**config.mk**
```make
export PLATFORM = sky130hd
export DESIGN_NAME = tcfu_queue
export DESIGN_NICKNAME = d
export VERILOG_FILES = /design/src/rtl/tcfu_pkg.sv /design/src/rtl/tcfu_queue.sv
export SDC_FILE = /design/constraint.sdc
export NUM_CORES = 1
export LEC_CHECK = 0
export ABC_AREA = 1
export BUFFER_PORTS_ARGS = -buffer_cell sky130_fd_sc_hd__buf_2
export CORE_AREA = 4 4 259 261
export DETAILED_ROUTE_END_ITERATION = 7
export DIE_AREA = 0 0 263 265
export PLACE_DENSITY = 0.61
export SYNTH_ARGS = -nofsm -noshare
export SYNTH_HDL_FRONTEND = slang
export SYNTH_SLANG_ARGS = --single-unit
```
**constraint.sdc**
```tcl
create_clock -name clk -period 21 [get_ports clk]
set_input_delay 3.15 -clock clk [delete_from_list [all_inputs] [get_ports clk]]
set_output_delay 3.15 -clock clk [all_outputs]
set_load 0.02 [all_outputs]
```
**src/rtl/tcfu_pkg.sv**
```systemverilog
package tcfu_pkg;

	localparam int CW = 32;
	localparam int FRAC = 16;
	localparam int DW = CW + 1;
	localparam int PW = 2 * DW;
	localparam int SW = PW + 1;
	localparam int NW = SW + FRAC;
	localparam int ITW = $clog2(CW);

	typedef struct packed {
		logic signed [CW-1:0] pos_x;
		logic signed [CW-1:0] pos_y;
		logic signed [CW-1:0] pos_z;
		logic signed [CW-1:0] tex_u;
		logic signed [CW-1:0] tex_v;
	} vertex_t;

	typedef struct packed {
		logic [2:0][DW-1:0] e1;
		logic [2:0][DW-1:0] e2;
		logic signed [DW-1:0] d1u;
		logic signed [DW-1:0] d1v;
		logic signed [DW-1:0] d2u;
		logic signed [DW-1:0] d2v;
	} job_t;

	typedef enum logic [2:0] {
		B_IDLE,
		B_MUL,
		B_DIVSET,
		B_DIV,
		B_FIN,
		B_OUT
	} back_state_t;

endpackage

```
**src/rtl/tcfu_queue.sv**
```systemverilog
module tcfu_queue (
	input  logic            clk,
	input  logic            arst_n,
	input  logic            push_valid,
	output logic            push_ready,
	input  tcfu_pkg::job_t  push_job,
	output logic            pop_valid,
	input  logic            pop_ready,
	output tcfu_pkg::job_t  pop_job
);

	tcfu_pkg::job_t mem_q [2];
	logic wr_q, rd_q;
	logic [1:0] cnt_q;
	logic do_push, do_pop;

	assign push_ready = (cnt_q != 2'd2);
	assign pop_valid = (cnt_q != 2'd0);
	assign pop_job = mem_q[rd_q];
	assign do_push = push_valid && push_ready;
	assign do_pop = pop_valid && pop_ready;

	always_ff @(posedge clk) begin
		if (do_push) begin
			mem_q[wr_q] <= push_job;
		end
	end

	always_ff @(posedge clk or negedge arst_n) begin
		if (!arst_n) begin
			wr_q <= 1'b0;
			rd_q <= 1'b0;
			cnt_q <= 2'd0;
		end else begin
			if (do_push) begin
				wr_q <= !wr_q;
			end
			if (do_pop) begin
				rd_q <= !rd_q;
			end
			if (do_push && !do_pop) begin
				cnt_q <= cnt_q + 2'd1;
			end else if (do_pop && !do_push) begin
				cnt_q <= cnt_q - 2'd1;
			end
		end
	end

endmodule

```
Yosys cells after proc, flatten, opt, wreduce, memory -nomap -nowiden
Memories as Yosys holds them, arrays and structs flattened.
Index checks and enable logic that the tools add are counted.
Widths: inputs -> output; s select.

word-level totals
  flip-flop bits (word level) = 4
  bits in writable memories = 660
  input bits = 334
  memories kept = 1

operators by class
  add/subtract/negate cells = 2
  eq/ne operators = 1
  mux-type cells = 4
  reduce and logical (&&, ||, !) cells = 10

memories
  name   depth  width  rd ports  clocked after Yosys merged registers in  write ports  line              RTL
  mem_q  2      330    1         0                                        1            tcfu_queue.sv:12  tcfu_pkg::job_t mem_q [2];

operator list
  operator             count
  $logic_and 1x1->1    4
  $logic_not 1->1      4
  $mux 2               2
  $reduce_bool 2->1    2
  $add 2x1->2 const B  1
  $mux 1               2
  $ne 2x2->1 const B   1
  $sub 2x1->2 const B  1

Logic depth before layout (Yosys ltp)
  depth in word-level cells = 6
  depth in mapped cells = 10

Worst setup path before layout
Ideal clock, no wire load.

  path type = input to register
  start = input push_valid
  end = memory mem_q[0][0] in the netlist's numbering, enable pin
  setup time = 1.030 ns
  data arrival time = 16.923 ns
  data required time = 19.970 ns
  slack = 3.048 ns
  cell stages on the path = 2
  path buffers = 0
  cell sequence = nand2_1 -> nor2_1

on the way
  cells in the longest elaborated chain, start to end = 3

ends and longest elaborated chain
  what                          line              RTL
  from (decl)                   tcfu_queue.sv:4   input logic push_valid,
  $logic_and 1x1->1             tcfu_queue.sv:20  assign do_push = push_valid && push_ready;
  $mux 1                        tcfu_queue.sv:24  if (do_push) begin
  $mux 1 (not written as such)  tcfu_queue.sv:25  mem_q[wr_q] <= push_job;
  to (decl)                     tcfu_queue.sv:12

Every way passes these cells.

==> impl_metrics.toml <==
[drt]
wl_met3_mm = 5.96
drt-total-wl_mm = 61.4
vias = 15288
top_layer_used = "met5"
drt-met1-wl_mm = 21.4
dr_wl_met2_mm = 31.8
drc = 0
detail_route.wl_per_cell_um = 18.3
via_per_inst = 4.56
first_iter_violations = 1136
ant_nets = 0
first_pass_iters = 5

[place]
portBuffers = 665
hpwl_mm = 41.1
gp_congestion = 0.876

[cts]
cts_hold_repair.buffers = 0
path_clk_slew_ns = 0.06
clkSinkCount = 664
cts_max_level = 3
clock_latency_ns = 0.59
clockBufferDepth = 3
cts_inserted_buffers = 72
postCtsSetupBuffers = 0
cts_resized = 0
cts_tree = "done"
root_buffer = "clkbuf_16"

[sta]
min_period_over_period_pct = 33.6
max_freq_ghz = 0.142
slew_viol_final = 0
worst_pin_slew_ns = 1.09
tns_ns = 0
slew_headroom_pct = 27.5
rsz0062_at_grt = "no"
hold_viol = 0
setup_violations = 0
finClkSkew_ns = 0.0171
finalCriticalPeriod_ns = 7.06

[global_route]
grt_overflow_total = 0
grt_pass1_vias = 15253
antenna_found_initial = 33
grt_max_degree = 179
grt_use_total_pct = 16.6
grt_first_pass_wirelength_mm = 89.3

[logic_synthesis]
syn_nets = 2087
ys_seq_area_share_pct = 82.0
ys_types = 15
synth.avg_cell_area_um2 = 13.9
syn_area_um2 = 24300
ys_ff_latch = 664
ys_warn_count = 0
synthCells = 1752

[worst_setup_path]
critPathCaptureType = "output port"
r2r_cells = 6
worstSetupStartpoint = "rd_q$_DFFE_PN0P_"
worstPathArrival_ns = 3.91
startpoint_type = "flop"
required_ns = 17.85
timing.rr.start = "cnt_q[0]$_DFFE_PN0P_"
path_class = "flop to output port"
cp_max_fo = 158

[cells_and_area]
area.growth.synth_to_final_pct = 25.8
finalNetCount = 2763
drive_gt1_share_pct = 31.2
final_cell_mix = "nand2_1, buf_2, edfxtp_1"
final_common_cell = "nand2_1"

[die]
num_rows = 93
start_util_pct = 37.7
die-area_um2 = 69700
coreArea_um2 = 64500
io_pins = 666
die_h_um = 265
die_w_um = 263

[power_and_ir_drop]
power.density_nw_per_um2 = 154
power.total_mw = 4.71
leakagePower_nw = 13.0
ir_worst_vdd_v = 0.0000878

[min_path]
holdCritStartpoint = "cnt_q[0]$_DFFE_PN0P_"
hold_depth = 1
hold_class = "flop to flop"

[job]
cap_viol_max_count = 0

[outcome]
status = "complete, no violations"
-- cell type report --
class / instances / area (um2)
Antenna cell: 18 / 45.0
Inverter: 7 / 33.8
Timing Repair Buffer: 675 / 3440
Clock buffer: 87 / 1900
Sequential cell: 664 / 19900
Multi-Input combinational cell: 1008 / 3820
Fill cell: 5764 / 33900
Clock inverter: 40 / 335
Tap cell: 855 / 1070
-- power by group --
group	switching, mW	internal (mW)
registers	0.0899	1.82
clock network	0.499	0.687
logic	1.20	0.415
-- worst paths after layout --
kind / slack (ns) / endpoint
worst min-delay path: 0.51 / cnt_q[0]$_DFFE_PN0P_
worst max-delay path: 13.94 / pop_job[133]
worst min register to register: 0.51 / cnt_q[0]$_DFFE_PN0P_
min in group asynchronous: 2.37 / cnt_q[1]$_DFFE_PN0P_
worst max register to register: 17.43 / mem_q[1][96]$_DFFE_PP_
max in group asynchronous: 18.48 / rd_q$_DFFE_PN0P_
-- flip-flops by register name (all words and copies together), names as in the netlist --
signal	cells
cnt_q	2
rd_q	1
wr_q	1
mem_q	660
-- Yosys cell counts (all sizes together) --
library cell	instances	area (um2)
nand2	1000	3750
edfxtp	660	19800
buf	70	527
inv	7	28.8
dfrtp	4	100
clkbuf	3	11.3
nand3	2	10.0
nor2	2	7.51
ha	1	12.5
nand4	1	6.26
xnor2	1	8.76
xor2	1	8.76
-- metal layers --
| metal | vias up | global-route usage (%) |
|---|---|---|
| li1 | 7306 | - |
| met3 | 140 | 6.23 |
| met5 | - | 0 |
| met2 | 601 | 29.2 |
| met1 | 7221 | 18.2 |
| met4 | 20 | 6.93 |
-- cell families (layout without fill, tap and decap cells) --
kind of cell	after synthesis	count (layout)	synth area share [%]
buffers and inverters	80	809	2.33
XOR/XNOR	2	2	0.0721
adder cells (fa/ha/maj)	1	1	0.0515
flip-flops	664	664	82.0
other	0	18	0
AND/OR/NAND/NOR	1005	1005	15.5
-- critical path, cell delays in order, from the launching register on --
cell     delay [ns]
dfrtp_4        0.78
inv_8          0.83
buf_4          0.86
nand2_1        0.23
nand2_1        0.14
buf_2          0.17
-- stage by stage --
step | setup slack (ns) | utilization [%] | cells | hold WS [ns] | instance area, um2
6_report | 13.94 | 47.4 | 3354 | 0.506 | 30600
4_1_cts | 13.82 | 47.4 | 3336 | 0.509 | 30500
3_5_place_dp | 14.50 | 43.9 | 3209 | 0.496 | 28300
3_3_place_gp | 14.52 | 43.9 | 3209 | 0.481 | 28300
2_1_floorplan | 3.05 | - | 1752 | 0.462 | 24300
5_1_grt | 13.66 | 47.4 | 3349 | 0.525 | 30600
(Power assumes the default switching activity.)
