<file path="config.mk">
export PLATFORM = sky130hd
export DESIGN_NAME = tcfu_back_flat
export DESIGN_NICKNAME = d
export VERILOG_FILES = /design/src/rtl/tcfu_pkg.sv /design/src/rtl/tcfu_tan_if.sv /design/src/rtl/tcfu_back.sv /design/src/flat_wrapper.sv
export SDC_FILE = /design/constraint.sdc
export NUM_CORES = 2
export LEC_CHECK = 0
export BUFFER_PORTS_ARGS = -buffer_cell sky130_fd_sc_hd__clkbuf_2
export CELL_PAD_IN_SITES_DETAIL_PLACEMENT = 0
export CELL_PAD_IN_SITES_GLOBAL_PLACEMENT = 1
export CORE_AREA = 2 2 479 481
export CTS_CLUSTER_DIAMETER = 200
export CTS_CLUSTER_SIZE = 10
export DETAILED_ROUTE_END_ITERATION = 16
export DIE_AREA = 0 0 481 483
export GPL_TIMING_DRIVEN = 0
export PLACE_DENSITY_LB_ADDON = 0.1
export SLEW_MARGIN = 5
export SYNTH_ARGS = -nofsm -noshare
export SYNTH_HDL_FRONTEND = slang
export SYNTH_SLANG_ARGS = --single-unit
export TNS_END_PERCENT = 1
</file>
<file path="constraint.sdc">
create_clock -name clk -period 17.9 [get_ports clk]
set_input_delay 0.895 -clock clk [delete_from_list [all_inputs] [get_ports clk]]
set_output_delay 0.895 -clock clk [all_outputs]
set_load 0.03 [all_outputs]
</file>
<file path="src/rtl/tcfu_pkg.sv">
package tcfu_pkg;

	localparam int CW = 32;
	localparam int FRAC = 16;
	localparam int DW = CW + 1;
	localparam int PW = 2 * DW;
	localparam int SW = PW + 1;
	localparam int NW = SW + FRAC;
	localparam int ITW = $clog2(CW);

	typedef struct packed {
		logic signed [CW-1:0] pos_x;
		logic signed [CW-1:0] pos_y;
		logic signed [CW-1:0] pos_z;
		logic signed [CW-1:0] tex_u;
		logic signed [CW-1:0] tex_v;
	} vertex_t;

	typedef struct packed {
		logic [2:0][DW-1:0] e1;
		logic [2:0][DW-1:0] e2;
		logic signed [DW-1:0] d1u;
		logic signed [DW-1:0] d1v;
		logic signed [DW-1:0] d2u;
		logic signed [DW-1:0] d2v;
	} job_t;

	typedef enum logic [2:0] {
		B_IDLE,
		B_MUL,
		B_DIVSET,
		B_DIV,
		B_FIN,
		B_OUT
	} back_state_t;

endpackage

</file>
<file path="src/rtl/tcfu_tan_if.sv">
interface tcfu_tan_if;
	logic valid;
	logic ready;
	logic signed [tcfu_pkg::CW-1:0] tangent_x;
	logic signed [tcfu_pkg::CW-1:0] tangent_y;
	logic signed [tcfu_pkg::CW-1:0] tangent_z;
	logic degenerate;
	logic saturated;

	modport source (output valid, tangent_x, tangent_y, tangent_z, degenerate, saturated,
		input ready);
	modport sink (input valid, tangent_x, tangent_y, tangent_z, degenerate, saturated,
		output ready);
endinterface

</file>
<file path="src/rtl/tcfu_back.sv">
module tcfu_back (
	input  logic            clk,
	input  logic            arst_n,
	input  logic            job_valid,
	output logic            job_ready,
	input  tcfu_pkg::job_t  job,
	tcfu_tan_if.source      tan
);

	localparam int CW = tcfu_pkg::CW;
	localparam int DW = tcfu_pkg::DW;
	localparam int PW = tcfu_pkg::PW;
	localparam int SW = tcfu_pkg::SW;
	localparam int NW = tcfu_pkg::NW;
	localparam int FRAC = tcfu_pkg::FRAC;
	localparam int ITW = tcfu_pkg::ITW;

	tcfu_pkg::back_state_t state_q, state_d;
	tcfu_pkg::job_t job_q;

	logic [3:0] cnt_q;
	logic [ITW-1:0] it_q;
	logic [1:0] k_q;

	logic signed [DW-1:0] op_a, op_b;
	logic signed [PW-1:0] prod, prod_q, hold_q;
	logic signed [SW-1:0] diff;
	logic signed [SW-1:0] det_q;
	logic signed [SW-1:0] num_q [3];
	logic [SW-1:0] dmag_q;

	logic [SW-1:0] nmag;
	logic [NW-1:0] nfull;
	logic ovf;
	logic ovf_q, neg_q;
	logic [SW:0] r_q, r_sh;
	logic [CW-1:0] nlo_q, q_q;
	logic r_ge;

	logic signed [CW-1:0] t_q [3];
	logic sat_q, deg_q;
	logic signed [CW-1:0] fin_val;
	logic fin_sat;

	logic out_free;

	assign job_ready = (state_q == tcfu_pkg::B_IDLE);
	assign out_free = !tan.valid || tan.ready;

	// One shared multiplier; products alternate between the two terms of a difference.
	always_comb begin
		case (cnt_q[2:0])
			3'd0: begin op_a = job_q.d1u; op_b = job_q.d2v; end
			3'd1: begin op_a = job_q.d2u; op_b = job_q.d1v; end
			3'd2: begin op_a = job_q.d2v; op_b = $signed(job_q.e1[0]); end
			3'd3: begin op_a = job_q.d1v; op_b = $signed(job_q.e2[0]); end
			3'd4: begin op_a = job_q.d2v; op_b = $signed(job_q.e1[1]); end
			3'd5: begin op_a = job_q.d1v; op_b = $signed(job_q.e2[1]); end
			3'd6: begin op_a = job_q.d2v; op_b = $signed(job_q.e1[2]); end
			default: begin op_a = job_q.d1v; op_b = $signed(job_q.e2[2]); end
		endcase
	end

	assign prod = op_a * op_b;
	assign diff = $signed({hold_q[PW-1], hold_q}) - $signed({prod_q[PW-1], prod_q});

	always_comb begin
		nmag = num_q[k_q][SW-1] ? SW'(-num_q[k_q]) : num_q[k_q];
		nfull = {nmag, {FRAC{1'b0}}};
		ovf = ({{(CW-FRAC){1'b0}}, nfull} >= {dmag_q, {CW{1'b0}}});
		r_sh = {r_q[SW-1:0], nlo_q[CW-1]};
		r_ge = (r_sh >= {1'b0, dmag_q});
	end

	// Final sign, magnitude limit and clip for one component.
	always_comb begin
		fin_sat = 1'b0;
		if (ovf_q) begin
			fin_sat = 1'b1;
			fin_val = neg_q ? {1'b1, {(CW-1){1'b0}}} : {1'b0, {(CW-1){1'b1}}};
		end else if (neg_q) begin
			if (q_q > {1'b1, {(CW-1){1'b0}}}) begin
				fin_sat = 1'b1;
				fin_val = {1'b1, {(CW-1){1'b0}}};
			end else begin
				fin_val = -q_q;
			end
		end else begin
			if (q_q[CW-1]) begin
				fin_sat = 1'b1;
				fin_val = {1'b0, {(CW-1){1'b1}}};
			end else begin
				fin_val = q_q;
			end
		end
	end

	always_comb begin
		state_d = state_q;
		case (state_q)
			tcfu_pkg::B_IDLE: begin
				if (job_valid) begin
					state_d = tcfu_pkg::B_MUL;
				end
			end
			tcfu_pkg::B_MUL: begin
				if (cnt_q == 4'd8) begin
					state_d = tcfu_pkg::B_DIVSET;
				end else if (cnt_q == 4'd2 && diff == '0) begin
					state_d = tcfu_pkg::B_OUT;
				end
			end
			tcfu_pkg::B_DIVSET: begin
				state_d = ovf ? tcfu_pkg::B_FIN : tcfu_pkg::B_DIV;
			end
			tcfu_pkg::B_DIV: begin
				if (it_q == ITW'(CW - 1)) begin
					state_d = tcfu_pkg::B_FIN;
				end
			end
			tcfu_pkg::B_FIN: begin
				state_d = (k_q == 2'd2) ? tcfu_pkg::B_OUT : tcfu_pkg::B_DIVSET;
			end
			tcfu_pkg::B_OUT: begin
				if (out_free) begin
					state_d = tcfu_pkg::B_IDLE;
				end
			end
			default: state_d = tcfu_pkg::B_IDLE;
		endcase
	end

	always_ff @(posedge clk or negedge arst_n) begin
		if (!arst_n) begin
			state_q <= tcfu_pkg::B_IDLE;
		end else begin
			state_q <= state_d;
		end
	end

	always_ff @(posedge clk or negedge arst_n) begin
		if (!arst_n) begin
			cnt_q <= '0;
			it_q <= '0;
			k_q <= '0;
			deg_q <= 1'b0;
			sat_q <= 1'b0;
			tan.valid <= 1'b0;
		end else begin
			if (state_q == tcfu_pkg::B_OUT && out_free) begin
				tan.valid <= 1'b1;
			end else if (tan.valid && tan.ready) begin
				tan.valid <= 1'b0;
			end
			case (state_q)
				tcfu_pkg::B_IDLE: begin
					cnt_q <= '0;
					k_q <= '0;
					deg_q <= 1'b0;
					sat_q <= 1'b0;
				end
				tcfu_pkg::B_MUL: begin
					cnt_q <= cnt_q + 4'd1;
					if (cnt_q == 4'd2 && diff == '0) begin
						deg_q <= 1'b1;
					end
				end
				tcfu_pkg::B_DIVSET: begin
					it_q <= '0;
				end
				tcfu_pkg::B_DIV: begin
					it_q <= it_q + ITW'(1);
				end
				tcfu_pkg::B_FIN: begin
					k_q <= k_q + 2'd1;
					sat_q <= sat_q | fin_sat;
				end
				default: begin
				end
			endcase
		end
	end

	always_ff @(posedge clk) begin
		case (state_q)
			tcfu_pkg::B_IDLE: begin
				job_q <= job;
			end
			tcfu_pkg::B_MUL: begin
				prod_q <= prod;
				// The first term of each pair is held while the second is formed.
				if (cnt_q[0]) begin
					hold_q <= prod_q;
				end
				if (cnt_q == 4'd2) begin
					det_q <= diff;
					dmag_q <= diff[SW-1] ? SW'(-diff) : diff;
				end else if (cnt_q == 4'd4) begin
					num_q[0] <= diff;
				end else if (cnt_q == 4'd6) begin
					num_q[1] <= diff;
				end else if (cnt_q == 4'd8) begin
					num_q[2] <= diff;
				end
			end
			tcfu_pkg::B_DIVSET: begin
				ovf_q <= ovf;
				neg_q <= num_q[k_q][SW-1] ^ det_q[SW-1];
				r_q <= (SW+1)'(nfull[NW-1:CW]);
				nlo_q <= nfull[CW-1:0];
				q_q <= '0;
			end
			tcfu_pkg::B_DIV: begin
				r_q <= r_ge ? (r_sh - {1'b0, dmag_q}) : r_sh;
				q_q <= {q_q[CW-2:0], r_ge};
				nlo_q <= {nlo_q[CW-2:0], 1'b0};
			end
			tcfu_pkg::B_FIN: begin
				t_q[k_q] <= fin_val;
			end
			tcfu_pkg::B_OUT: begin
				if (out_free) begin
					tan.degenerate <= deg_q;
					tan.saturated <= deg_q ? 1'b0 : sat_q;
					tan.tangent_x <= deg_q ? '0 : t_q[0];
					tan.tangent_y <= deg_q ? '0 : t_q[1];
					tan.tangent_z <= deg_q ? '0 : t_q[2];
				end
			end
			default: begin
			end
		endcase
	end

endmodule

</file>
<file path="src/flat_wrapper.sv">
// flat-port wrapper written by rule: the top's interface ports become plain ports
module tcfu_back_flat 
  (clk, arst_n, job_valid, job_ready, job, tan_valid, tan_tangent_x, tan_tangent_y, tan_tangent_z, tan_degenerate, tan_saturated, tan_ready);
  tcfu_tan_if tan_i ();
  input  logic clk;
  input  logic arst_n;
  input  logic job_valid;
  output logic job_ready;
  input  tcfu_pkg::job_t job;
  output wire logic [$bits(tan_i.valid)-1:0] tan_valid;
  output wire logic [$bits(tan_i.tangent_x)-1:0] tan_tangent_x;
  output wire logic [$bits(tan_i.tangent_y)-1:0] tan_tangent_y;
  output wire logic [$bits(tan_i.tangent_z)-1:0] tan_tangent_z;
  output wire logic [$bits(tan_i.degenerate)-1:0] tan_degenerate;
  output wire logic [$bits(tan_i.saturated)-1:0] tan_saturated;
  input wire logic [$bits(tan_i.ready)-1:0] tan_ready;
  assign tan_valid = tan_i.valid;
  assign tan_tangent_x = tan_i.tangent_x;
  assign tan_tangent_y = tan_i.tangent_y;
  assign tan_tangent_z = tan_i.tangent_z;
  assign tan_degenerate = tan_i.degenerate;
  assign tan_saturated = tan_i.saturated;
  assign tan_i.ready = tan_ready;
  tcfu_back u_core (.clk(clk), .arst_n(arst_n), .job_valid(job_valid), .job_ready(job_ready), .job(job), .tan(tan_i));
endmodule
</file>
# == After elaboration in Yosys (flattened, before gate mapping) ==
# Memories as Yosys holds them, arrays and structs flattened. A register that Yosys moved wholly into a read port is not among the register bits.
# Index checks and enable logic that the tools add are counted.
# op_classes
muxes,56
multipliers,1
n_bitwise,2
div,0
reduce_logical,20
shift,0
n_eq_ne,22
addsub,8
n_lt_le_gt_ge,3
# ops
operator,count
two-way mux 67 bit,4
one-hot mux 33 bit (7 select lines),1
negator 67 bit,2
one-hot mux 67 bit (2 select lines),1
OR reduction 67 bit,2
two-way mux 32 bit,4
one-hot mux 32 bit (2 select lines),2
>= comparator 83 x 99 -> 1 bit,1
one-hot mux 33 bit (3 select lines),1
>= comparator 68 x 67 -> 1 bit,1
zero test 67 bit,1
subtractor 66 x 66 -> 67 bit,1
subtractor 67 bit,1
multiplier 33 x 33 -> 66 bit,1
two-way mux 66 bit,1
greater-than comparator 32 bit (second input constant),1
negator 32 bit,1
two-way mux 31 bit,1
two-way mux 1 bit,26
two-way mux 3 bit,7
one-hot mux 3 bit (6 select lines),1
== test 3 bit (second input constant),5
== test 3 x 2 -> 1 bit (second input constant),4
one-hot mux 5 bit (2 select lines),1
26 further kinds,41
# word_totals
latchBits,0
rom_bits,0
ramBits,297
output_inout_bits,100
input_bits,334
n_memories,2
word_cells,143
reg_bits,748
# mem_list
memory,depth,width,rd,rd_ports_with_merged_regs,write_ports,line_no,rtl
u_core.num_q,3,67,1,0,1,tcfu_back.sv:29,logic signed [SW-1:0] num_q [3];
u_core.t_q,3,32,3,3,1,tcfu_back.sv:40,logic signed [CW-1:0] t_q [3];

# == Logic depth before layout (Yosys ltp) ==
# logic_depth
ltp_word,9
mapped_depth,43
ltp_nobuf,37

# == Least setup slack after synthesis ==
# No wires, ideal clock.
# synth_path
path_type,register to register
start,reg u_core.cnt_q[2]
end,reg u_core.prod_q[51] (data pin)
n_path_buf,8
arrival_ns,10.567
setup_ns,0.266
slack_ns,7.067
synth_period_minus_slack_ns,10.833
path_stages_with_launch,39
required_ns,17.634
cell_sequence,dfrtp_1 > buf_1 > buf_1 > inv_1 > clkbuf_1 > ha_1 > clkbuf_1 > or4_1 > clkbuf_1 > buf_1 > clkbuf_1 > o21ai_1 > clkbuf_1 > nor2_1 > fa_1 > fa_1 > inv_1 > fa_1 > (+3 left out) > fa_1 > fa_1 > inv_1 > fa_1 > inv_1 > ha_1 > a21o_1 > a21o_1 > a21o_1 > a221oi_1 > o211ai_1 > a211oi_1 > nor3_1 > a211o_1 > or2_2 > a22o_1 > o41ai_1 > xnor2_1
# synth_between
elab_chain_len,4
elab_cells_between_ends,11
classes_between,mul (1); eq/ne (6); mux (2); reduce/logical (2)
# synth_rtl
item,line_no,rtl
"start, declared",tcfu_back.sv:21,logic [3:0] cnt_q;
"start signal, assigned",tcfu_back.sv:163,cnt_q <= cnt_q + 4'd1;
== test 3 x 2 -> 1 bit / == test 3 bit (equally long branches),tcfu_back.sv:52,case (cnt_q[2:0])
OR reduction 3 bit (no source line),n/a,
one-hot mux 33 bit (3 select lines),tcfu_back.sv:52,
multiplier 33 x 33 -> 66 bit *,tcfu_back.sv:64,assign prod = op_a * op_b;
net u_core.prod[51],tcfu_back.sv:26,"logic signed [PW-1:0] prod, prod_q, hold_q;"
"end signal, assigned",tcfu_back.sv:190,prod_q <= prod;
"end, declared",tcfu_back.sv:26,
# The timed path passes the listed nets; every way through them passes the cells marked *.
# A chain may end at the register's enable or synchronous reset.

# == Worst setup path in the final report ==
# layout_path
start,reg u_core.cnt_q[2]
end,reg u_core.prod_q[64] (data pin)
# The elaborated chain is that of the path after synthesis.

==> reports/summary.md <==
After detailed routing, the total wire length is 337000 um. Entering global routing, the biggest net connects 120 pins. TritonCTS built the clock tree. The most common flop cell mapped by yosys was sky130_fd_sc_hd__edfxtp_1. Row generation in the floorplan step produced 175 rows. In this run the post-CTS setup repair buffer count came out at 0. STA classifies the critical path endpoint as a flop.

The placeable core area is 227000 um2, and the worst setup slack for register-to-register paths is 0.73 ns. The run finished, with violations left. The logs give 5591 for the number of DRC markers in iteration 0 and 0 for the count of instances resized after the clock tree is built. Share of the clock period used by the worst path: 0.959. In this design, the critical path's most frequently occurring cell is sky130_fd_sc_hd__fa_1. The H-tree was split into 3 levels.

The critical path contains buffers and inverters numbering 15 combined. For this design, the CTS-stage hold fixing added 0 buffers. Based on the critical path, the design can be clocked at up to 0.0582 GHz.

For this run, design rule violations remaining after detail routing come to 0. The tree built by TritonCTS fans out to 1059 sinks. Peak fanout along the critical path: 10. The maximum cell stage delay along the critical path is 0.95 ns, and the effective utilization at floorplan is 0.398. The global placement routability congestion was 1.01; the clock-pin slew on the worst setup and hold paths was 0.07 ns.

The part of the Yosys area used for sequential elements came out at 0.351. The synthesized netlist occupies a cell area of 90300 um2. Synthesis produced a netlist with a net count of 10.5k. The average footprint of a synthesized cell came out at 10.5 um2. The number of max-capacitance violations reported is 1. Clock tree synthesis inserted a total of 116 buffers.

The final hold violation count is 0. The synthesized instance count is 8614, and the number of global-route vias before repair is 70.3k. Setup repair after global routing left no endpoint under its margin. Among cell families on the critical path, the largest total delay comes from buffers and inverters. STA puts the critical path data required time at 18.29 ns. After detailed routing, the average wire length per cell comes to 27.4 um. Maximum buffer depth of the clock tree: 3. In this run the remaining antenna-violating nets after routing total 0.

In this run the worst hold path is classified as in -> reg. The run gives 19600 um as the met3 routed wirelength. For the sum of negative setup slack, the log shows 0 ns. The clock latency on the worst-skew pair is 0.79 ns. At the worst endpoint, the arrival time is 17.56 ns. The critical path in this run is classified as reg -> reg. The transition time of the tightest slew-check pin works out to 1.51 ns. The first global-routing pass estimated 490000 um of wire.

After detailed routing, no signal wire sits above met5. Setup violations remaining at the end of the flow were counted as 0. The standard cell with the maximum stage delay on the critical path is sky130_fd_sc_hd__buf_1. The run gives 66.6k as the routed via count.

After the last flow step, the layout net total stands at 11.1k. The global routing usage summed across all routing layers is 0.292. Clock tree synthesis selected as its root buffer the cell sky130_fd_sc_hd__clkbuf_16. Relative to the synthesized area, the layout overhead comes to 11.6%. The worst path needs 17.17 ns of the cycle, external delays included. The die is 483 um tall.

Dividing the detail-routed via count by the number of cells gives 5.40. Startpoint type of the worst setup path: a flop. The first detailed-routing pass ran for 9 iterations. The clock skew is 0.0804 ns, and the synthesis warning total is 0. The floorplan step defined a die boundary enclosing 232000 um2. The number of storage elements in the synthesis netlist is 1059, and the share of async-settable or async-resettable flops after synthesis is 0.0161. For this design the top-level I/O count stands at 434.

Summed over all nets, the half-perimeter wirelength after detailed placement is 278000 um. The ratio of cells with drive above 1 in the final layout was 0.0861. Counting flops with a built-in enable in the synthesized netlist gives 1042. In this run the tool buffered the top-level ports with 433 buffer cells. The checks that failed: max-capacitance violations, max-slew violations. Synthesis instantiated 101 different standard cells from the library.

Global routing finished with a remaining overflow of 0. The chip width is 481 um. The tools report the worst-case headroom to the max-slew limit as -0.0102. The number of antenna violations at the first check in global routing came out at 31.

The total length of routed met2 wires was 161000 um; the number of pins with negative max-slew slack in the final report was 9. For the wire length on met1, the log shows 136000 um.
## metrics by stage
stage	worst slack, ns	utilization	hold slack [ns]	instance area, um2	cells
2_1_floorplan	7.07	-	0.426	90300	8614
3_5_place_dp	1.06	0.429	0.432	97300	12100
6_report	0.729	0.444	0.289	101000	12300
4_1_cts	1.01	0.444	0.226	101000	12300
3_3_place_gp	0.854	0.424	0.433	96200	12100
5_1_grt	0.520	0.444	0.263	101000	12300
## layout make-up
cell class | count | area, um2
clock inverter | 8 | 170
inverter | 1370 | 5150
tap | 3009 | 3760
buffer | 412 | 1580
timing repair buffer | 502 | 3040
fill | 21900 | 126000
antenna | 12 | 30.0
multi-input combinational | 5773 | 52100
clock buffer | 179 | 3160
sequential | 1059 | 31700
## per-layer routing
metal  track usage  up-vias
met5             0        -
met4         0.146       22
met3        0.0426      660
met2         0.487     2454
met1         0.368    33700
li1              -    29800
## cells in the mapped netlist, drive strengths merged (74+ instances only)
cell type | number | area share
nor3 | 89 | 0.0049
fa | 1147 | 0.25
edfxtp | 1042 | 0.35
xnor2 | 200 | 0.019
a21oi | 351 | 0.020
mux2i | 82 | 0.0091
o21ai | 234 | 0.013
nand3 | 77 | 0.0044
nor2 | 844 | 0.035
clkbuf | 367 | 0.015
nand4 | 74 | 0.0051
nor2b | 127 | 0.0088
nand2 | 928 | 0.039
xor2 | 100 | 0.0097
ha | 414 | 0.057
a21o | 147 | 0.012
inv | 1368 | 0.057
a31oi | 96 | 0.0067
## flip-flops by register name, indices dropped and copies added (netlist names), 16 cells and up
| name | count |
|---|---|
| u_core.prod_q | 66 |
| tan_tangent_z | 32 |
| u_core.q_q | 32 |
| u_core.r_q | 67 |
| u_core.job_q | 330 |
| tan_tangent_x | 32 |
| u_core.t_q | 96 |
| u_core.dmag_q | 67 |
| u_core.hold_q | 66 |
| tan_tangent_y | 32 |
| u_core.num_q | 201 |
| u_core.nlo_q | 16 |
## path summary, 6_finish.rpt
path / startpoint / to / cells after the start
min in group asynchronous: arst_n / u_core.tan.valid$_DFFE_PN0P_ / 1
hold reg to reg: u_core.prod_q[29]$_DFFE_PP_ / u_core.hold_q[29]$_DFFE_PP_ / 0
setup / recovery: u_core.cnt_q[2]$_DFFE_PN0P_ / u_core.prod_q[64]$_DFFE_PP_ / 41
hold / removal: job[200] / u_core.job_q[200]$_DFFE_PP_ / 1
setup reg to reg: u_core.cnt_q[2]$_DFFE_PN0P_ / u_core.prod_q[64]$_DFFE_PP_ / 41
max in group asynchronous: arst_n / u_core.k_q[1]$_DFFE_PN0P_ / 1
## cell families (layout without fill, tap and decap cells)
group           Yosys count  after routing  synth area share
compound gates         1302           1302            0.0951
xor+xnor                300            300            0.0291
fa+ha+maj              1561           1561             0.312
other cells               0             12                 0
flops                  1059           1059             0.351
simple gates           2477           2477             0.123
buf+inv                1782           2471            0.0744
mux                     133            133            0.0155
## worst register-to-register path: cells and delay by family (launching register included)
kind / cells / cell delay [ns]
AO/OA/AOI/OAI: 8 / 3.28
adder cells (fa/ha/maj): 10 / 4.68
AND/OR/NAND/NOR: 8 / 2.56
flip-flops: 1 / 0.47
buffers and inverters: 15 / 5.79
## cell usage in the layout, fill, tap and decap left out, types with 21 or more instances in the layout
cell type and count:
sky130_fd_sc_hd__inv_1 1364, sky130_fd_sc_hd__nand2_1 928, sky130_fd_sc_hd__ha_1 414, sky130_fd_sc_hd__nand3_1 75
sky130_fd_sc_hd__nand4_1 74, sky130_fd_sc_hd__or3_1 30, sky130_fd_sc_hd__clkbuf_2 433, sky130_fd_sc_hd__nor3_1 89
sky130_fd_sc_hd__a211oi_1 21, sky130_fd_sc_hd__nor2_1 839, sky130_fd_sc_hd__a22oi_1 53, sky130_fd_sc_hd__mux2i_1 81
sky130_fd_sc_hd__a21o_1 147, sky130_fd_sc_hd__buf_2 22, sky130_fd_sc_hd__o31ai_1 31, sky130_fd_sc_hd__or2_2 29
sky130_fd_sc_hd__a31oi_1 95, sky130_fd_sc_hd__buf_4 29, sky130_fd_sc_hd__o21ai_0 204, sky130_fd_sc_hd__xor2_1 100
sky130_fd_sc_hd__o21a_1 69, sky130_fd_sc_hd__mux2_2 51, sky130_fd_sc_hd__buf_1 24, sky130_fd_sc_hd__a222oi_1 25
sky130_fd_sc_hd__o22ai_1 25, sky130_fd_sc_hd__and3_1 62, sky130_fd_sc_hd__fa_1 1145, sky130_fd_sc_hd__nand2b_1 50
sky130_fd_sc_hd__nor2b_1 126, sky130_fd_sc_hd__clkbuf_1 428, sky130_fd_sc_hd__clkbuf_16 117, sky130_fd_sc_hd__a221oi_1 37
sky130_fd_sc_hd__a21oi_1 350, sky130_fd_sc_hd__nor4_1 29, sky130_fd_sc_hd__and2_1 53, sky130_fd_sc_hd__xnor2_1 200
sky130_fd_sc_hd__edfxtp_1 1042, sky130_fd_sc_hd__o21bai_1 24
Power is not shown: default switching activity piles up to over one toggle a cycle in this logic, so the estimate is an artifact.
