<file path="config.mk">
export PLATFORM = sky130hd
export DESIGN_NAME = tcfu_front_flat
export DESIGN_NICKNAME = d
export VERILOG_FILES = /design/src/rtl/tcfu_pkg.sv /design/src/rtl/tcfu_vtx_if.sv /design/src/rtl/tcfu_front.sv /design/src/flat_wrapper.sv
export SDC_FILE = /design/constraint.sdc
export NUM_CORES = 1
export LEC_CHECK = 0
export BUFFER_PORTS_ARGS = -buffer_cell sky130_fd_sc_hd__buf_2
export CAP_MARGIN = 15
export CORE_ASPECT_RATIO = 1.2
export CORE_MARGIN = 3
export CORE_UTILIZATION = 45
export DETAILED_ROUTE_END_ITERATION = 8
export PLACE_DENSITY = 0.67
export RECOVER_POWER = 50
export SETUP_SLACK_MARGIN = 0.15
export SLEW_MARGIN = 20
export SYNTH_ARGS = -nofsm -noshare
export SYNTH_HDL_FRONTEND = slang
export SYNTH_SLANG_ARGS = --single-unit
</file>
<file path="constraint.sdc">
create_clock -name clk -period 8.8 [get_ports clk]
set_input_delay 0.44 -clock clk [delete_from_list [all_inputs] [get_ports clk]]
set_output_delay 0.44 -clock clk [all_outputs]
set_load 0.005 [all_outputs]
</file>
<file path="src/rtl/tcfu_pkg.sv">
package tcfu_pkg;

	localparam int CW = 32;
	localparam int FRAC = 16;
	localparam int DW = CW + 1;
	localparam int PW = 2 * DW;
	localparam int SW = PW + 1;
	localparam int NW = SW + FRAC;
	localparam int ITW = $clog2(CW);

	typedef struct packed {
		logic signed [CW-1:0] pos_x;
		logic signed [CW-1:0] pos_y;
		logic signed [CW-1:0] pos_z;
		logic signed [CW-1:0] tex_u;
		logic signed [CW-1:0] tex_v;
	} vertex_t;

	typedef struct packed {
		logic [2:0][DW-1:0] e1;
		logic [2:0][DW-1:0] e2;
		logic signed [DW-1:0] d1u;
		logic signed [DW-1:0] d1v;
		logic signed [DW-1:0] d2u;
		logic signed [DW-1:0] d2v;
	} job_t;

	typedef enum logic [2:0] {
		B_IDLE,
		B_MUL,
		B_DIVSET,
		B_DIV,
		B_FIN,
		B_OUT
	} back_state_t;

endpackage

</file>
<file path="src/rtl/tcfu_vtx_if.sv">
interface tcfu_vtx_if;
	logic valid;
	logic ready;
	logic signed [tcfu_pkg::CW-1:0] pos_x;
	logic signed [tcfu_pkg::CW-1:0] pos_y;
	logic signed [tcfu_pkg::CW-1:0] pos_z;
	logic signed [tcfu_pkg::CW-1:0] tex_u;
	logic signed [tcfu_pkg::CW-1:0] tex_v;

	modport source (output valid, pos_x, pos_y, pos_z, tex_u, tex_v, input ready);
	modport sink (input valid, pos_x, pos_y, pos_z, tex_u, tex_v, output ready);
endinterface

</file>
<file path="src/rtl/tcfu_front.sv">
module tcfu_front (
	input  logic            clk,
	input  logic            arst_n,
	tcfu_vtx_if.sink        vtx,
	output logic            push_valid,
	input  logic            push_ready,
	output tcfu_pkg::job_t  push_job
);

	logic [1:0] count_q;
	tcfu_pkg::vertex_t c0_q, c1_q, cur;
	logic third;
	logic accept;

	assign cur.pos_x = vtx.pos_x;
	assign cur.pos_y = vtx.pos_y;
	assign cur.pos_z = vtx.pos_z;
	assign cur.tex_u = vtx.tex_u;
	assign cur.tex_v = vtx.tex_v;

	assign third = (count_q >= 2'd2);
	assign vtx.ready = !third || push_ready;
	assign push_valid = vtx.valid && third;
	assign accept = vtx.valid && vtx.ready;

	function automatic logic [tcfu_pkg::DW-1:0] dif(
		input logic [tcfu_pkg::CW-1:0] a,
		input logic [tcfu_pkg::CW-1:0] b
	);
		return {a[tcfu_pkg::CW-1], a} - {b[tcfu_pkg::CW-1], b};
	endfunction

	always_comb begin
		push_job.e1[0] = dif(c1_q.pos_x, c0_q.pos_x);
		push_job.e1[1] = dif(c1_q.pos_y, c0_q.pos_y);
		push_job.e1[2] = dif(c1_q.pos_z, c0_q.pos_z);
		push_job.e2[0] = dif(cur.pos_x, c0_q.pos_x);
		push_job.e2[1] = dif(cur.pos_y, c0_q.pos_y);
		push_job.e2[2] = dif(cur.pos_z, c0_q.pos_z);
		push_job.d1u = dif(c1_q.tex_u, c0_q.tex_u);
		push_job.d1v = dif(c1_q.tex_v, c0_q.tex_v);
		push_job.d2u = dif(cur.tex_u, c0_q.tex_u);
		push_job.d2v = dif(cur.tex_v, c0_q.tex_v);
	end

	always_ff @(posedge clk or negedge arst_n) begin
		if (!arst_n) begin
			count_q <= 2'd0;
			c0_q <= '0;
			c1_q <= '0;
		end else if (accept) begin
			if (third) begin
				count_q <= 2'd0;
			end else begin
				count_q <= count_q + 2'd1;
				if (count_q[0]) begin
					c1_q <= cur;
				end else begin
					c0_q <= cur;
				end
			end
		end
	end

endmodule

</file>
<file path="src/flat_wrapper.sv">
// flat-port wrapper written by rule: the top's interface ports become plain ports
module tcfu_front_flat 
  (clk, arst_n, push_valid, push_ready, push_job, vtx_valid, vtx_pos_x, vtx_pos_y, vtx_pos_z, vtx_tex_u, vtx_tex_v, vtx_ready);
  tcfu_vtx_if vtx_i ();
  input  logic clk;
  input  logic arst_n;
  output logic push_valid;
  input  logic push_ready;
  output tcfu_pkg::job_t push_job;
  input wire logic [$bits(vtx_i.valid)-1:0] vtx_valid;
  input wire logic [$bits(vtx_i.pos_x)-1:0] vtx_pos_x;
  input wire logic [$bits(vtx_i.pos_y)-1:0] vtx_pos_y;
  input wire logic [$bits(vtx_i.pos_z)-1:0] vtx_pos_z;
  input wire logic [$bits(vtx_i.tex_u)-1:0] vtx_tex_u;
  input wire logic [$bits(vtx_i.tex_v)-1:0] vtx_tex_v;
  output wire logic [$bits(vtx_i.ready)-1:0] vtx_ready;
  assign vtx_i.valid = vtx_valid;
  assign vtx_i.pos_x = vtx_pos_x;
  assign vtx_i.pos_y = vtx_pos_y;
  assign vtx_i.pos_z = vtx_pos_z;
  assign vtx_i.tex_u = vtx_tex_u;
  assign vtx_i.tex_v = vtx_tex_v;
  assign vtx_ready = vtx_i.ready;
  tcfu_front u_core (.clk(clk), .arst_n(arst_n), .vtx(vtx_i), .push_valid(push_valid), .push_ready(push_ready), .push_job(push_job));
endmodule
</file>
### Word-level counts from Yosys, hierarchy flattened

Cells that the tools add are included.
W data, S select, Z words.

| word-level totals | value |
|---|---|
| flip-flop bits (word level) | 322 |
| input bits | 164 |
| output and inout bits | 332 |
| logic and storage cells | 32 |

| operators by class | value |
|---|---|
| add/subtract/negate cells | 11 |
| magnitude comparators | 1 |
| muxes and demuxes | 1 |
| bitwise operators | 2 |
| reduce and logical (&&, ||, !) cells | 6 |

Operators by type and width:

| kind | number |
|---|---|
| $sub A32 B32 Y33 | 10 |
| $reduce_and A3 Y1 | 2 |
| $add A2 B1 Y2 const B | 1 |
| $ge A2 B2 Y1 const B | 1 |
| $logic_and A1 B1 Y1 | 2 |
| $mux W2 | 1 |
| $not A1 Y1 | 2 |
| $logic_not A1 Y1 | 1 |
| $logic_or A1 B1 Y1 | 1 |

### Depth between registers and ports, before layout

Gate-level depths: netlist (run 1).

| logic depth | value |
|---|---|
| depth after elaboration | 5 |
| gate-level depth with buffers | 13 |
| depth with buffers taken out | 13 |

### Worst setup path before layout (run 1)

No wires, ideal clock.

| timing | value |
|---|---|
| path type | input to output |
| start | in vtx_pos_x[0] |
| end | out push_job[164] (netlist name) |
| arrival | 2.931 ns |
| required time | 8.360 ns |
| setup slack | 5.429 ns |
| stages | 13 |
| buffers on the path | 0 |
| path through | inv_1 -> ha_1 -> fa_1 -> nor2b_1 -> o21ai_0 -> a21boi_1 -> o221ai_1 -> o21ai_1 -> a211oi_1 -> nor4_1 -> a221o_1 -> nand4_1 -> a31o_2 |

RTL lines:

| element | line | source |
|---|---|---|
| start, declared | flat_wrapper.sv:11 | `input wire logic [$bits(vtx_i.pos_x)-1:0] vtx_pos_x;` |
| end, declared | flat_wrapper.sv:9 | `output tcfu_pkg::job_t push_job;` |

### Final worst setup path (run 1)

| timing | value |
|---|---|
| start | reg u_core.count_q[1] |
| end | reg u_core.c0_q[128] (netlist name) |

| on the way | value |
|---|---|
| cells in the longest elaborated chain, start to end | 5 |
| elaborated cells between the ends (all ways) | 6 |
| those cells by class | 1 x order compare; 1 x bitwise; 4 x reduce/logical |

RTL lines:

| element | line | source |
|---|---|---|
| start, declared | tcfu_front.sv:10 | `logic [1:0] count_q;` |
| start signal, assigned | tcfu_front.sv:55 | `count_q <= count_q + 2'd1;` |
| $ge A2 B2 Y1 (*) | tcfu_front.sv:21 | `assign third = (count_q >= 2'd2);` |
| $logic_not A1 Y1 | tcfu_front.sv:22 | `assign vtx.ready = !third \|\| push_ready;` |
| $logic_or A1 B1 Y1 | tcfu_front.sv:22 |  |
| $logic_and A1 B1 Y1 | tcfu_front.sv:24 | `assign accept = vtx.valid && vtx.ready;` |
| $reduce_and A3 Y1 (no line) (*) | n/a |  |
| end signal, assigned | tcfu_front.sv:59 | `c0_q <= cur;` |
| end, declared | tcfu_front.sv:11 | `tcfu_pkg::vertex_t c0_q, c1_q, cur;` |

Every way passes the cells marked *; elsewhere a longest branch is shown, timed or not.
A chain may end at the register's enable or synchronous reset.

==> flow_metrics.tcl, run 1 <==
set metrics [dict create \
    setup_violations 0 \
    slew_headroom_pct -181 \
    grt_pass1_vias 24487 \
    min_path_cells 3 \
    cap_violations 6 \
    finalWorstSetupSlack_ps 2850 \
    cts_buffers 41 \
    port_buffers 495 \
    synth_cell_type_count 83 \
    cts_hold_buf 1 \
    clockBufferDepth 3 \
    synthCells 3220 \
    synthesis.area_um2 27700 \
    first_pass_iters 6 \
    fp-row-count 98 \
    hold_violations 0 \
    slew_violations 455 \
    fin_crit_sh_pct 67.6 \
    grtUsageTotal_pct 25.1 \
    cts_resized 0 \
    hold_path.class "in -> reg" \
    critPathLaunchType "flip-flop" \
    cp.required_ps 9230 \
    finalCoreUtilization_pct 53.7 \
    place_congestion 0.924 \
    cts_setup_buffers 0 \
    die_height_um 278 \
    coreArea_um2 60200 \
    gr-total-overflow 0 \
    drive_gt1_share_pct 19.9 \
    wl_met3_um 5290 \
    avgViaCountPerCell 5.54 \
    cts.sinks 322 \
    drc 0 \
    status "finished, violations left" \
    cts.reportedPaths.clkPinSlew_ps 60 \
    async_flop_share_pct 100 \
    m1WireLength_um 33600 \
    skew_ps 31.1 \
    area_growth_syn_to_layout_pct 16.8 \
    path_cells "nor3b_1, clkbuf_1, clkbuf_1, mux2_2" \
    cp_max_fo 95 \
    tritoncts "built" \
    critical_path_class "reg -> reg" \
    critPathMaxStageDelay_ps 2740 \
    violations "max-capacitance violations, max-slew violations" \
    clock.fmax_mhz 168 \
    htreeDepth 2 \
    ys_top_cells_by_count "dfrtp_1, ha_1, nand2_1" \
    reg2regPathDepth 4 \
    wl_met2_um 41400 \
    root_buffer "clkbuf_16" \
    drt_iter0_markers 1279 \
    synth_top_area_share_pct 29.1 \
    io_pins 496 \
    routedWlPerCell_um 18.4 \
    fin_cells 4534 \
    initial_core_util_pct 46.0 \
    synthFlopType "dfrtp_1" \
    hold-path-endpoint "u_core.c0_q[34]$_DFFE_PN0P_" \
    cpMaxStageDelayCell "clkbuf_1" \
    placed_cells 4447 \
    tightest_slew_ps 4210 \
    synth.avg_cell_area_um2 8.59 \
    ys_seq_elements 322 \
    reg2reg_to "u_core.c0_q[128]$_DFFE_PN0P_" \
    routed_wl_um 83300 \
    grt_pass1_wl_um 131000 \
    vias 25096 \
    r2r_slack_ps 2850 \
    cp.arrival_ps 6370 \
    clkLatencyLatePin_ps 570 \
    rr_startpoint "u_core.count_q[1]$_DFFE_PN0P_" \
    grt_max_degree 126 \
    nNetsFinal 4185 \
    die-area_um2 64500 \
    cp-end-kind "flip-flop" \
    die_x_um 232 \
    grt_antenna_before_repair 17 \
    synth.most_common_cell "dfrtp_1" \
    synthTopCellsByArea "dfrtp_1, ha_1, mux2_2" \
    yosysSeqAreaShare_pct 29.1 \
    yosys.area.top_type "dfrtp_1" \
    place_ws_ps 4760 \
    synth_edf_count 0 \
    synth_nets 3714 \
    highest_layer "met5" \
    worstHoldStart "vtx_tex_u[2]" \
    yosys_warnings 0 \
    tns_ps 0 \
    dpl.hpwl_um 66600 \
    crit_path_frequent_cell "clkbuf_1" \
    rsz0062_at_grt "false" \
    postRouteAntennaNets 0 \
    period_needed_ps 5950 \
]
[through the flow]
stage / area, µm² / hold WS (ps)
after CTS: 32400 / 71.1
after global placement: 31000 / 459
after detailed placement: 31000 / 454
after global routing: 32300 / 86.4
after floorplan: 27700 / 144
final: 32300 / 100
[cell usage in the layout (no fill, tap or decap), drive strengths merged, types with 56 or more instances in the layout]
cell	n
buf	475
dfrtp	322
ha	320
o21ai	315
nand2	314
inv	272
a21oi	249
xnor2	184
nor2	168
mux2	157
a21o	143
clkbuf	87
xor2	75
nor2b	56
[kinds of logic after synthesis]
group           after synthesis  synth area share [%]
mux                         161                  6.55
flops                       322                  29.1
fa+ha+maj                   330                  15.2
compound gates              995                  22.7
buf+inv                     347                  4.71
simple gates                806                  13.6
xor+xnor                    259                  8.20
[flip-flops by register name, indices dropped and copies added (netlist names)]
signal          flops
u_core.c0_q       160
u_core.c1_q       160
u_core.count_q      2
[per-layer routing]
layer,GRT usage (%),up-vias
met5,0,-
met4,8.44,18
met3,5.81,165
met2,44.9,665
met1,29.3,11854
li1,-,12394
[worst max path at each step]
stage | end | cells past startpoint | from | slack (ps)
after detailed placement | push_job[164] | 15 | vtx_pos_x[0] | 4760
final | u_core.c0_q[128]$_DFFE_PN0P_ | 4 | u_core.count_q[1]$_DFFE_PN0P_ | 2850
after global routing | u_core.c0_q[152]$_DFFE_PN0P_ | 4 | u_core.count_q[1]$_DFFE_PN0P_ | 2000
after floorplan | push_job[164] | 13 | vtx_pos_x[0] | 5430
after global placement | push_job[164] | 15 | vtx_pos_x[0] | 4860
after CTS | push_job[327] | 13 | u_core.c0_q[64]$_DFFE_PN0P_ | 4210
[critical path: cells and delay by family (launching register included)]
kind | cells | cell delay, ps
buf+inv | 2 | 4490
simple gates | 1 | 290
mux | 1 | 510
flops | 1 | 420
[final cells by class]
type / count / area, µm²
Fill cell: 5767 / 27900
Multi-Input combinational cell: 2551 / 18300
Sequential cell: 322 / 8060
Timing Repair Buffer: 506 / 2520
Clock buffer: 57 / 1240
Inverter: 269 / 1010
Tap cell: 800 / 1000
Clock inverter: 17 / 149
Antenna cell: 12 / 30.0
Power of run 1 is not shown: default switching activity piles up to over one toggle a cycle in this logic, so the estimate is an artifact.
==> run 2: changes to the inputs <==
--- a/config.mk
+++ b/config.mk
@@ -11,7 +11,7 @@
 export CORE_MARGIN = 3
 export CORE_UTILIZATION = 45
 export DETAILED_ROUTE_END_ITERATION = 8
-export PLACE_DENSITY = 0.67
+export PLACE_DENSITY = 0.69
 export RECOVER_POWER = 50
 export SETUP_SLACK_MARGIN = 0.15
 export SLEW_MARGIN = 20
==> constraint.sdc (replaced) <==
create_clock -name clk -period 5.2 [get_ports clk]
set_input_delay 0.26 -clock clk [delete_from_list [all_inputs] [get_ports clk]]
set_output_delay 0.26 -clock clk [all_outputs]
set_load 0.005 [all_outputs]
==> run 2 against run 1 <==
Effect of this change: the flow still finishes with violations (max-capacitance violations, max-slew violations); final cell count up 3.4%; clock skew down 18 ps; via count up 3.3%; worst hold slack better by 360 ps; critical path depth up 2; register-to-register slack worse by 2100 ps; global-route usage up 0.73 points; utilization up 2.7 points; sequential share of layout area down 1.2 points; first-iteration DRC count up 11%; critical path type is now in -> reg.
==> flow_metrics.tcl, run 2 (synthesis gave the netlist of run 1 again) <==
set metrics [dict create \
    die_height_um 278 \
    vias 25921 \
    cp.arrival_ps 4870 \
    rsz0062_at_grt "false" \
    finalWorstSetupSlack_ps 763 \
    r2r_slack_ps 800 \
    routed_wl_um 85700 \
    finalCoreUtilization_pct 56.4 \
    hold_path.class "in -> reg" \
    cp.required_ps 5630 \
    gr-total-overflow 0 \
    cts_setup_buffers 0 \
    place_congestion 0.951 \
    htreeDepth 2 \
    hold_violations 0 \
    final_common_cell "buf_2" \
    critical_path_class "in -> reg" \
    cp-end-kind "flip-flop" \
    postRouteAntennaNets 0 \
    min_path_cells 4 \
    fin_crit_sh_pct 85.3 \
    die_x_um 232 \
    grt_antenna_before_repair 7 \
    grtUsageTotal_pct 25.8 \
    tightest_slew_ps 2810 \
    fp-row-count 98 \
    whs_ps 464 \
    nNetsFinal 4348 \
    cp-endpoint "u_core.c0_q[64]$_DFFE_PN0P_" \
    place_ws_ps 1400 \
    drive_gt1_share_pct 19.5 \
    grt_pass1_vias 25813 \
    cts.reportedPaths.clkPinSlew_ps 60 \
    coreArea_um2 60200 \
    slew_headroom_pct -87.3 \
    violations "max-capacitance violations, max-slew violations" \
    clock.fmax_mhz 225 \
    reg2reg_to "u_core.c0_q[64]$_DFFE_PN0P_" \
    reg.largest.list "u_core.c0_q (160), u_core.c1_q (160), u_core.count_q (2)" \
    critPathLaunchType "primary input" \
    clockBufferDepth 3 \
    cts_buffers 41 \
    slew_violations 746 \
    die-area_um2 64500 \
    fillers 5458 \
    setup_violations 0 \
    tns_ps 0 \
    grt_pass1_wl_um 136000 \
    rr_startpoint "u_core.count_q[1]$_DFFE_PN0P_" \
    drc 0 \
    period_needed_ps 4440 \
    first_pass_iters 5 \
    io_pins 496 \
    drt_iter0_markers 1424 \
    grt_max_degree 151 \
    tritoncts "built" \
    skew_ps 13.1 \
    port_buffers 495 \
    clkLatencyLatePin_ps 570 \
    cts.sinks 322 \
    initial_core_util_pct 46.0 \
    layout_common_cells "buf_2, dfrtp_1, ha_1, nand2_1, o21ai_0" \
    avgViaCountPerCell 5.53 \
    cp_max_fo 126 \
    crit_start "vtx_valid" \
    status "finished, violations left" \
    cap_violations 8 \
    root_buffer "clkbuf_16" \
    area_growth_syn_to_layout_pct 22.7 \
    routedWlPerCell_um 18.3 \
    reg2regPathDepth 4 \
    dpl.hpwl_um 66500 \
]
[run 2: metrics by stage]
| step | cell area [µm²] | std cells |
|---|---|---|
| floorplan | 27700 | 3220 |
| global placement | 31000 | 4446 |
| detailed placement | 31000 | 4446 |
| CTS | 34100 | 4686 |
| global route | 34000 | 4689 |
| finish | 34000 | 4690 |
[run 2: repair_timing]
action                                  in CTS  in global routing
hold buffers                               165                  0
resized for setup                            0                  0
endpoints found under the setup margin       0                  0
endpoints found under the hold margin      342                  0
[run 2: critical path, stage by stage]
cell and delay [ps]:
dlygate4sd3_1 520, clkbuf_1 200, nor3b_1 210, clkbuf_1 1270
clkbuf_2 1750, mux2_2 460
[run 2: worst min-delay path by stage]
stage / start / end / slack, ps
2_1_floorplan: arst_n / u_core.c0_q[0]$_DFFE_PN0P_ / -40
3_3_place_gp: arst_n / u_core.c1_q[81]$_DFFE_PN0P_ / 140
3_5_place_dp: arst_n / u_core.c1_q[81]$_DFFE_PN0P_ / 150
4_1_cts: arst_n / u_core.c1_q[94]$_DFFE_PN0P_ / 130
5_1_grt: vtx_tex_v[11] / u_core.c0_q[11]$_DFFE_PN0P_ / 470
6_report: vtx_tex_u[31] / u_core.c0_q[63]$_DFFE_PN0P_ / 460
[run 2: cell type report]
type	instances	area, µm²	area share, %
inverter	269	1010	2.97
sequential	322	8060	23.7
multi-input combinational	2551	18300	53.9
clock inverter	24	226	0.667
clock buffer	51	1180	3.46
antenna	4	10.0	0.0295
tap	800	1000	2.95
timing repair buffer	669	4170	12.3
[run 2: metal layers]
layer  wire length (µm)  track usage [%]  part of all wire, %
met4               3950             10.7                  4.6
met3               5110             4.96                  6.0
met1              34500             30.2                   40
met5                 27                0                0.031
met2              42100             45.9                   49
Power of run 2 is left out for the same reason.
==> run 3: changes to the inputs <==
--- a/config.mk
+++ b/config.mk
@@ -8,7 +8,6 @@
 export BUFFER_PORTS_ARGS = -buffer_cell sky130_fd_sc_hd__buf_2
 export CAP_MARGIN = 15
 export CORE_ASPECT_RATIO = 1.2
-export CORE_MARGIN = 3
 export CORE_UTILIZATION = 45
 export DETAILED_ROUTE_END_ITERATION = 8
 export PLACE_DENSITY = 0.69
==> run 3 against run 2 <==
Effect of this change: the flow still finishes with violations (max-capacitance violations, max-slew violations); final area about the same; first-iteration DRC count decreased by 5.3%; utilization decreased by 0.61 points; critical path depth increased by 7; fmax increased by 3.0%; clock skew increased by 21 ps; flip-flop and latch count unchanged; register-to-register slack improved by 1100 ps; critical path type is now reg -> out; critical endpoint is now push_job[161]; highest routed layer unchanged.
==> flow_metrics.tcl, run 3 (synthesis gave the netlist of run 1 again) <==
set metrics [dict create \
    period_needed_ps 4310 \
    grt_max_degree 198 \
    violations "max-capacitance violations, max-slew violations" \
    slew_headroom_pct -81.4 \
    grt_pass1_wl_um 133000 \
    drt_iter0_markers 1348 \
    die-area_um2 62500 \
    die_height_um 274 \
    critPathMaxStageDelay_ps 550 \
    status "finished, violations left" \
    cp.required_ps 4940 \
    final_common_cell "buf_2" \
    path_buf_inv 2 \
    grtUsageTotal_pct 26.1 \
    crit_path_frequent_cell "o21ai_0" \
    hold_path.class "in -> async" \
    critical_path_class "reg -> out" \
    path_cells "inv_1, ha_1, nor2b_1, o21ai_0, a21boi_0, o21ai_0, a211oi_1, a211o_1, a41oi_2, o31ai_1, a31oi_1, xnor2_1, buf_2" \
    cp-end-kind "output port" \
    grt_antenna_before_repair 6 \
    tightest_slew_ps 2720 \
    wl_met3_um 4430 \
    nNetsFinal 4344 \
    crit_start "u_core.c0_q[129]$_DFFE_PN0P_" \
    clkLatencyLatePin_ps 570 \
    place_ws_ps 1500 \
    critPathLaunchType "flip-flop" \
    io_pins 496 \
    placed_cells 4451 \
    tns_ps 0 \
    rsz0062_at_grt "false" \
    m1WireLength_um 33900 \
    clock.fmax_mhz 232 \
    fp-row-count 99 \
    drive_gt1_share_pct 19.4 \
    regArea_um2 8060 \
    cts.reportedPaths.clkPinSlew_ps 60 \
    finalCoreUtilization_pct 55.8 \
    dpl.hpwl_um 64600 \
    highest_layer "met5" \
    setup_violations 0 \
    multi_input_area_um2 18300 \
    routed_wl_um 83500 \
    htreeDepth 2 \
    fin_cells 4694 \
    cp_max_fo 4 \
    reg2regPathDepth 3 \
    port_buffers 495 \
    rr_startpoint "u_core.count_q[1]$_DFFE_PN0P_" \
    crit_family "compound AO/OA/AOI/OAI gates" \
    wl_met2_um 41200 \
    die_x_um 228 \
    gr-total-overflow 0 \
    cp.arrival_ps 4050 \
    cts_buffers 41 \
    avgViaCountPerCell 5.51 \
    skew_ps 34.0 \
    cap_violations 3 \
    worstSetupPathDepth 13 \
    r2r_slack_ps 1890 \
    grt_pass1_vias 25551 \
    cts_setup_buffers 0 \
    root_buffer "clkbuf_16" \
    routedWlPerCell_um 17.8 \
    cpMaxStageDelayCell "a211oi_1" \
    area_growth_syn_to_layout_pct 22.6 \
    reg.largest.list "u_core.c0_q (160), u_core.c1_q (160), u_core.count_q (2)" \
    cts.sinks 322 \
    layout_common_cells "buf_2, dfrtp_1, ha_1, nand2_1, o21ai_0" \
    first_pass_iters 5 \
    clockBufferDepth 3 \
    vias 25855 \
    place_congestion 0.957 \
    postRouteAntennaNets 0 \
    reg2reg_to "u_core.c0_q[0]$_DFFE_PN0P_" \
    fin_crit_sh_pct 82.8 \
    slew_violations 393 \
    fillers 5629 \
    finalWorstSetupSlack_ps 893 \
    hold_violations 0 \
    coreArea_um2 60800 \
    drc 0 \
    initial_core_util_pct 45.5 \
    tritoncts "built" \
]
-- run 3: cell count changes in the layout (fill, tap and decap cells not counted) --
cell           before  now
and2_0              1    0
and2_1             16   17
buf_12              0    2
buf_2             485  486
bufinv_16           3    2
clkbuf_2            3    0
clkinv_2           10   11
clkinvlp_4          8    4
diode_2             4    5
dlygate4sd3_1     165  164
-- run 3: how the worst max path moves through the flow --
stage,end,slack (ps)
finish,push_job[161],890
global route,push_job[327],510
CTS,push_job[125],850
detailed placement,push_job[125],1500
global placement,push_job[129],1560
floorplan,push_job[296],2020
-- run 3: timing repair --
action | in CTS | in global routing
resized for setup | 0 | 0
endpoints found under the hold margin | 410 | 0
setup endpoints to repair | 0 | 0
hold buffers | 164 | 0
-- run 3: per-layer routing --
layer  vias up  global-route usage (%)
met5         -                       0
met4         2                    11.7
met3       228                    4.63
met2       774                    46.9
met1     12161                    30.1
li1      12690                       -
-- run 3: area by class of cell --
type	instances	area share (%)
Antenna cell	5	0.0369
Clock buffer	54	3.50
Clock inverter	20	0.505
Inverter	269	2.98
Multi-Input combinational cell	2551	54.0
Sequential cell	322	23.7
Tap cell	808	2.98
Timing Repair Buffer	665	12.3
-- run 3: metrics by stage --
stage                     cell area, µm²  hold slack (ps)
after floorplan                    27700            -35.6
final                              33900              358
after global routing               33900              373
after detailed placement           31000             83.4
after global placement             31000             83.6
after CTS                          34000             64.1
Power of run 3 is left out for the same reason.
